`src/hdl/pal_pkg.sv`:
```
// ----------------------------------------------------------------------------
// pal_pkg: shared types and constants for the positional array list
// Item layouts, action and status codes, and the per-cell command word.
// ----------------------------------------------------------------------------
package pal_pkg;

  // List geometry
  localparam int DEPTH  = 64;
  localparam int DATA_W = 32;
  localparam int IDX_W  = $clog2(DEPTH);
  localparam int CNT_W  = $clog2(DEPTH + 1);

  // Action codes
  localparam logic [2:0] ACT_PUSH_BACK  = 3'd0;
  localparam logic [2:0] ACT_PUSH_FRONT = 3'd1;
  localparam logic [2:0] ACT_POP_BACK   = 3'd2;
  localparam logic [2:0] ACT_POP_FRONT  = 3'd3;
  localparam logic [2:0] ACT_INSERT     = 3'd4;
  localparam logic [2:0] ACT_ERASE      = 3'd5;
  localparam logic [2:0] ACT_FIND       = 3'd6;

  // Status codes
  localparam logic [1:0] ST_OK     = 2'd0;
  localparam logic [1:0] ST_FULL   = 2'd1;
  localparam logic [1:0] ST_EMPTY  = 2'd2;
  localparam logic [1:0] ST_BADPOS = 2'd3;

  typedef struct packed {
    logic [2:0]         action;
    logic [6:0]         position;
    logic signed [31:0] value;
  } pal_in_t;

  typedef struct packed {
    logic [1:0] status;
    logic       found;
    logic [5:0] found_index;
    logic [6:0] count;
  } pal_out_t;

  // Command broadcast to every cell
  typedef enum logic [2:0] {
    CMD_HOLD,
    CMD_INSERT,
    CMD_ERASE,
    CMD_MATCH,
    CMD_SCAN
  } pal_cmd_t;

  typedef struct packed {
    pal_cmd_t            cmd;
    logic [IDX_W-1:0]    pos;
    logic [DATA_W-1:0]   value;
    logic [CNT_W-1:0]    count;
  } pal_cell_ctrl_t;

endpackage

```
`src/hdl/pal_cell.sv`:
```
// ----------------------------------------------------------------------------
// pal_cell: one list entry
// Holds one word and one match flag; shifts data and flags to and from its
// neighbors under the broadcast command.
// ----------------------------------------------------------------------------
module pal_cell
  import pal_pkg::*;
(
  input  logic              clk,
  input  logic [IDX_W-1:0]  cell_idx,
  input  pal_cell_ctrl_t    ctrl,
  input  logic [DATA_W-1:0] left_data,
  input  logic [DATA_W-1:0] right_data,
  input  logic              right_flag,
  output logic [DATA_W-1:0] data,
  output logic              flag
);

  logic [DATA_W-1:0] data_r;
  logic [DATA_W-1:0] data_nxt;
  logic              flag_r;
  logic              flag_nxt;

  // Select the next word and flag
  always_comb begin
    data_nxt = data_r;
    flag_nxt = flag_r;
    case (ctrl.cmd)
      CMD_INSERT: begin
        if (cell_idx == ctrl.pos) begin
          data_nxt = ctrl.value;
        end else if (cell_idx > ctrl.pos) begin
          data_nxt = left_data;
        end
      end
      CMD_ERASE: begin
        if (cell_idx >= ctrl.pos) begin
          data_nxt = right_data;
        end
      end
      CMD_MATCH: begin
        flag_nxt = (data_r == ctrl.value) && ({1'b0, cell_idx} < ctrl.count);
      end
      CMD_SCAN: begin
        flag_nxt = right_flag;
      end
      default: begin
      end
    endcase
  end

  // Hold the entry
  always_ff @(posedge clk) begin
    data_r <= data_nxt;
    flag_r <= flag_nxt;
  end

  assign data = data_r;
  assign flag = flag_r;

endmodule

```
`config.mk`:
```
export PLATFORM = sky130hd
export DESIGN_NAME = pal_cell
export DESIGN_NICKNAME = d
export VERILOG_FILES = /design/src/hdl/pal_pkg.sv /design/src/hdl/pal_cell.sv
export SDC_FILE = /design/constraint.sdc
export NUM_CORES = 1
export LEC_CHECK = 0
export BUFFER_PORTS_ARGS = -buffer_cell sky130_fd_sc_hd__buf_2
export CELL_PAD_IN_SITES_DETAIL_PLACEMENT = 0
export CELL_PAD_IN_SITES_GLOBAL_PLACEMENT = 1
export CORE_ASPECT_RATIO = 0.8
export CORE_MARGIN = 2
export CORE_UTILIZATION = 30
export DETAILED_ROUTE_END_ITERATION = 16
export PLACE_DENSITY_LB_ADDON = 0.1
export SLEW_MARGIN = 30
export SYNTH_ARGS = -nofsm -noshare
export SYNTH_HDL_FRONTEND = slang
export SYNTH_SLANG_ARGS = --single-unit
```
`constraint.sdc`:
```
create_clock -name clk -period 6.08 [get_ports clk]
set_input_delay 1.824 -clock clk [delete_from_list [all_inputs] [get_ports clk]]
set_output_delay 1.824 -clock clk [all_outputs]
set_load 0.05 [all_outputs]
```
Word-level counts from Yosys, hierarchy flattened
Cells that the tools add are included.
W data, S select, Z words.
{"block": "op_classes", "addsub": 0, "multipliers": 0, "div_mod_pow": 0, "magnitude_cmp": 3, "n_eq_ne": 8, "shift": 0, "n_mux": 5, "n_bitwise": 0, "reduce_logical": 4}
{"op": "$mux W32", "count": 3}
{"op": "$pmux W32 S2", "count": 1}
{"op": "$eq A32 B32 Y1", "count": 1}
{"op": "$lt A6 B7 Y1", "count": 1}
{"op": "$eq A3 B2 Y1 const B", "count": 2}
{"op": "$eq A6 B6 Y1", "count": 1}
{"op": "$ge A6 B6 Y1", "count": 1}
{"op": "$gt A6 B6 Y1", "count": 1}
{"op": "$reduce_bool A2 Y1", "count": 2}
{"op": "$eq A3 B1 Y1 const B", "count": 1}
{"op": "$eq A3 B3 Y1 const B", "count": 1}
{"op": "$ne A3 B3 Y1 const B", "count": 1}
{"op": "$reduce_and A3 Y1", "count": 1}
{"op": "$ne A2 B2 Y1 const B", "count": 1}
{"op": "$pmux W1 S2", "count": 1}
{"op": "$logic_and A1 B1 Y1", "count": 1}
{"block": "word_totals", "ff_bits": 33, "latchBits": 0, "mem_bits_rw": 0, "rom_bits": 0, "in_bits": 120, "out_inout_bits": 33, "memories": 0}

Depth between registers and ports, before layout
{"block": "logic_depth", "word_depth": 4, "ltp_mapped": 7, "mapped_depth_nobuf": 7}

Least setup slack after synthesis
Ideal clock, no wire load.
{"block": "synth_path", "kind": "input -> register", "startpoint": "in ctrl[44] in the netlist's numbering", "endpoint": "reg data_r[0], in the netlist data[0] (enable)", "setup_time_ns": 0.470, "arrival_time_ns": 4.892, "required_time_ns": 5.610, "setup_slack_ns": 0.718, "cell_stages": 6, "path_cell_list": "inv_1 -> ha_1 -> nand4_2 -> nor2_1 -> nor2_1 -> a211oi_1"}
{"block": "synth_between", "elab_chain_len": 3, "elab_cells_between_ends": 6}
{"element": "start: declaration", "line": "pal_cell.sv:11", "rtl": "input pal_cell_ctrl_t ctrl,"}
{"element": "$gt A6 B6 Y1, or another cell as far along", "line": "pal_cell.sv:32", "rtl": "end else if (cell_idx > ctrl.pos) begin"}
{"element": "$ne A3 B3 Y1 (no source line) or $ne A2 B2 Y1 (tied branches)"}
{"element": "$reduce_and A3 Y1 (no source line) *"}
{"element": "end signal: assignment", "line": "pal_cell.sv:54", "rtl": "data_r <= data_nxt;"}
{"element": "end: declaration", "line": "pal_cell.sv:19", "rtl": "logic [DATA_W-1:0] data_r;"}
Mark *: on every way between the ends. The rest lies on a longest branch, timed or not.
A chain may end at the register's enable or synchronous reset.

Worst setup path after layout
{"block": "layout_path", "startpoint": "in cell_idx[5]", "endpoint": "reg data_r[4], in the netlist data[4] (enable)"}
{"block": "layout_between", "elab_chain_len": 3, "elab_cells_between_ends": 6}
{"element": "start: declaration", "line": "pal_cell.sv:10", "rtl": "input logic [IDX_W-1:0] cell_idx,"}
{"element": "$gt A6 B6 Y1, or another cell as far along", "line": "pal_cell.sv:32"}
{"element": "$ne A3 B3 Y1 (no source line) or $ne A2 B2 Y1 (tied branches)"}
{"element": "$reduce_and A3 Y1 (no source line) *"}
Marks and branches as above.

==> summary.txt <==
Run status
  – Status: completed

Synth
  – Synth Instances: roughly 230
  – Syn_area_per_cell: between 10 and 15 µm²
  – Sequential area share after synthesis: 41.9%
  – Syn. warnings: 0
  – Post-Syn Nets: 360
  – FFs w/ async S/R, synth: 0%
  – Area of the mapped netlist: 2370 µm²
  – Post-synth EDFFs: 33
  – Most used flip-flop cell after synthesis: edfxtp_1
  – Cell variety after synth: 30
  – #FFs+latches synth: 33

Finish
  – Most frequent cells in the layout: 152 x buf_2, 36 x nand2_1, 33 x edfxtp_1
  – Antenna fix cells: 0
  – Nets: roughly 500
  – Layout cell share with drive strength beyond 1: roughly 44%
  – Area grow syn2layout: 41.2%
  – Commonest non-fill, non-tap cell in the layout: buf_2
  – Fillers: 789

Placement
  – PortBufs: about 150
  – Hpwl dp: about 5400 µm
  – Gp weighted congestion: between 0.7 and 0.8

Worst setup path
  – CP peak stage delay: 690 ps
  – CP bufs+invs: 2
  – Cells along the critical path: buf_2 -> ha_1 -> nand4_2 -> nor2_1 -> nor2_1 -> a211oi_4 -> buf_4
  – RR Startpoint: data[9]
  – CP Capture Type: flip-flop
  – Critical Path RT: 6050 ps
  – Slowest-stage cell, CP: a211oi_4
  – Arr. time, crit path: 3700 ps
  – Crit-path max FO: 18
  – Critical path class: primary input to flip-flop
  – Startpoint types: primary input
  – Delay-heaviest family, CP: compound AO/OA/AOI/OAI gates
  – CP most frequent cell: nor2_1
  – Worst Setup SP: cell_idx[5]

Power and ir drop
  – P_sw: 215 µW
  – Combinational share of power: 29.0%
  – Clock power frac: 29.5%
  – Lkg Pwr: approximately 0.0014 µW
  – Sw frac: between 30% and 40%
  – Pwr per Cell Area: between 200 and 250 nW/µm²
  – Cell-internal power: about 470 µW
  – Max IR drop VDD: 0.0000845 V
  – Sequential power share: 41.5%

Global route
  – Largest net degree at the start of global routing: between 40 and 50
  – First-pass GRT wire length: between 10000 and 15000 µm
  – Via count of the first global-routing pass: approximately 2100
  – Antenna violations before repair: 0
  – Grt ovf: 0
  – GRT Util Overall: approximately 15%

Clock tree
  – Clock Path Buffers: 2
  – Clock root cell: clkbuf_8
  – Postcts setup bufs: 0
  – Worst skew pair latency: roughly 280 ps
  – Hold buffers post-CTS: 0
  – Clk pin slew, worst setup/hold paths: ~70 ps
  – Sink Count: 33
  – CTS tree: built
  – Post-CTS Resized: 0
  – CTS Buf Count: 5
  – H-tree lvl count: 2

Die
  – Die area: 8620 µm²
  – Core Footprint: ~7500 µm²
  – Die H: between 80 and 90 µm
  – Initial core utilization: approximately a third
  – Io pins: about 150
  – Chip width: approximately 100 µm
  – Row Count: 28

Drt
  – Vias/cell: 4.36
  – Residual DRC: 0
  – DR pass1 iterations: 5
  – DRT antenna net count: 0
  – WL/cell: approximately 14 µm
  – DR iter-0 viols: a little under 50
  – Wirelength, routed: around 6600 µm
  – Vias post-DR: ~2100

STA
  – # setup viols final: 0
  – Final Hold Fails: 0
  – FMAX: 268 MHz
  – Final period utilization: about three fifths
  – Final Max Slew Viols: 0
  – Min cycle time layout: 3730 ps
  – RSZ-0062 raised after global routing: no
  – Slew HR: a little under half
  – Final setup skew: ~4.7 ps
  – Setup_tns: 0 ps
  – Least-Margin Pin Slew: between 700 and 800 ps
  – Fin Hold WS: around 940 ps

Hold path
  – Worst hold-check path type: flip-flop to flip-flop
  – Hold path startpoint: data[27]

Flow run
  – Max-cap violations: 0
-- metal layers --
layer  share of wire (%)  track usage, %  vias up
li1                    -               -     1127
met1                  48            21.0      904
met2                  43            23.4       91
met3                 7.9            4.55        6
met4                0.94            3.95        0
met5                   0               0        -
-- tightest hold or removal path: stages (launching register included) --
cell      delay, ps
edfxtp_1        350
xnor2_1          80
nand4_1         100
nor4_2           50
a32o_1          190
-- cells by family (layout without fill, tap and decap cells) --
group                    count (synthesis)  after routing  synth area share, %
flip-flops                              33             33                 41.9
buffers and inverters                   20            174                 4.23
XOR/XNOR                                33             33                 12.2
AO/OA/AOI/OAI                           44             44                 10.1
multiplexers                            32             32                 13.5
adder cells (fa/ha/maj)                 11             11                 5.82
AND/OR/NAND/NOR                         56             56                 12.2
-- state kept, by name (all words and copies together) (netlist names) --
| name | cells |
|---|---|
| flag | 1 |
| data | 32 |
-- through the flow --
| step | utilization, % | std cells | area, µm² | setup WS, ps | power (µW) |
|---|---|---|---|---|---|
| after floorplan | - | 229 | 2370 | 718 | 410 |
| after global placement | 42.9 | 480 | 3230 | 2030 | 489 |
| after detailed placement | 42.9 | 480 | 3230 | 2050 | 488 |
| after CTS | 44.4 | 488 | 3340 | 2320 | 693 |
| after global routing | 44.4 | 488 | 3340 | 2200 | 721 |
| final | 44.4 | 488 | 3340 | 2350 | 683 |
-- cell usage after synthesis (2+ instances only) --
| library cell | number | area share (%) |
|---|---|---|
| o21ai_1 | 10 | 2.1 |
| buf_2 | 2 | 0.42 |
| a21oi_1 | 4 | 0.85 |
| ha_1 | 11 | 5.8 |
| xor2_1 | 17 | 6.3 |
| o21ai_0 | 24 | 5.1 |
| inv_1 | 11 | 1.7 |
| nor4_2 | 2 | 1.1 |
| edfxtp_1 | 33 | 42 |
| nand2_1 | 36 | 5.7 |
| mux2i_1 | 32 | 14 |
| nor4_1 | 3 | 0.79 |
| a21o_1 | 2 | 0.63 |
| buf_6 | 3 | 1.4 |
| nand4_1 | 3 | 0.79 |
| nand2b_1 | 2 | 0.53 |
| xnor2_1 | 16 | 5.9 |
| nor2_1 | 3 | 0.48 |
| clkbuf_1 | 4 | 0.63 |
-- worst paths after layout --
| kind | slack (ps) | endpoint | depth (start not counted) |
|---|---|---|---|
| max | 2350 | data[4] | 7 |
| min | 940 | flag | 4 |
| max reg2reg | 4380 | flag | 5 |
| min reg2reg | 940 | flag | 4 |
-- area by class of cell --
type | instances | area [µm²] | area share [%]
sequential | 33 | 991 | 29.7
clock inverter | 2 | 33.8 | 1.01
tap | 105 | 131 | 3.93
inverter | 11 | 41.3 | 1.24
clock buffer | 6 | 72.6 | 2.17
timing repair buffer | 155 | 783 | 23.4
multi-input combinational | 176 | 1290 | 38.5
-- power groups by stage --
stage          combinational (µW)  clock, µW  sequential [µW]
2_1_floorplan                63.2          0              347
3_3_place_gp                  201          0              288
3_5_place_dp                  201          0              288
4_1_cts                       201        208              283
5_1_grt                       217        219              286
6_report                      198        202              283
(Power assumes the default switching activity.)
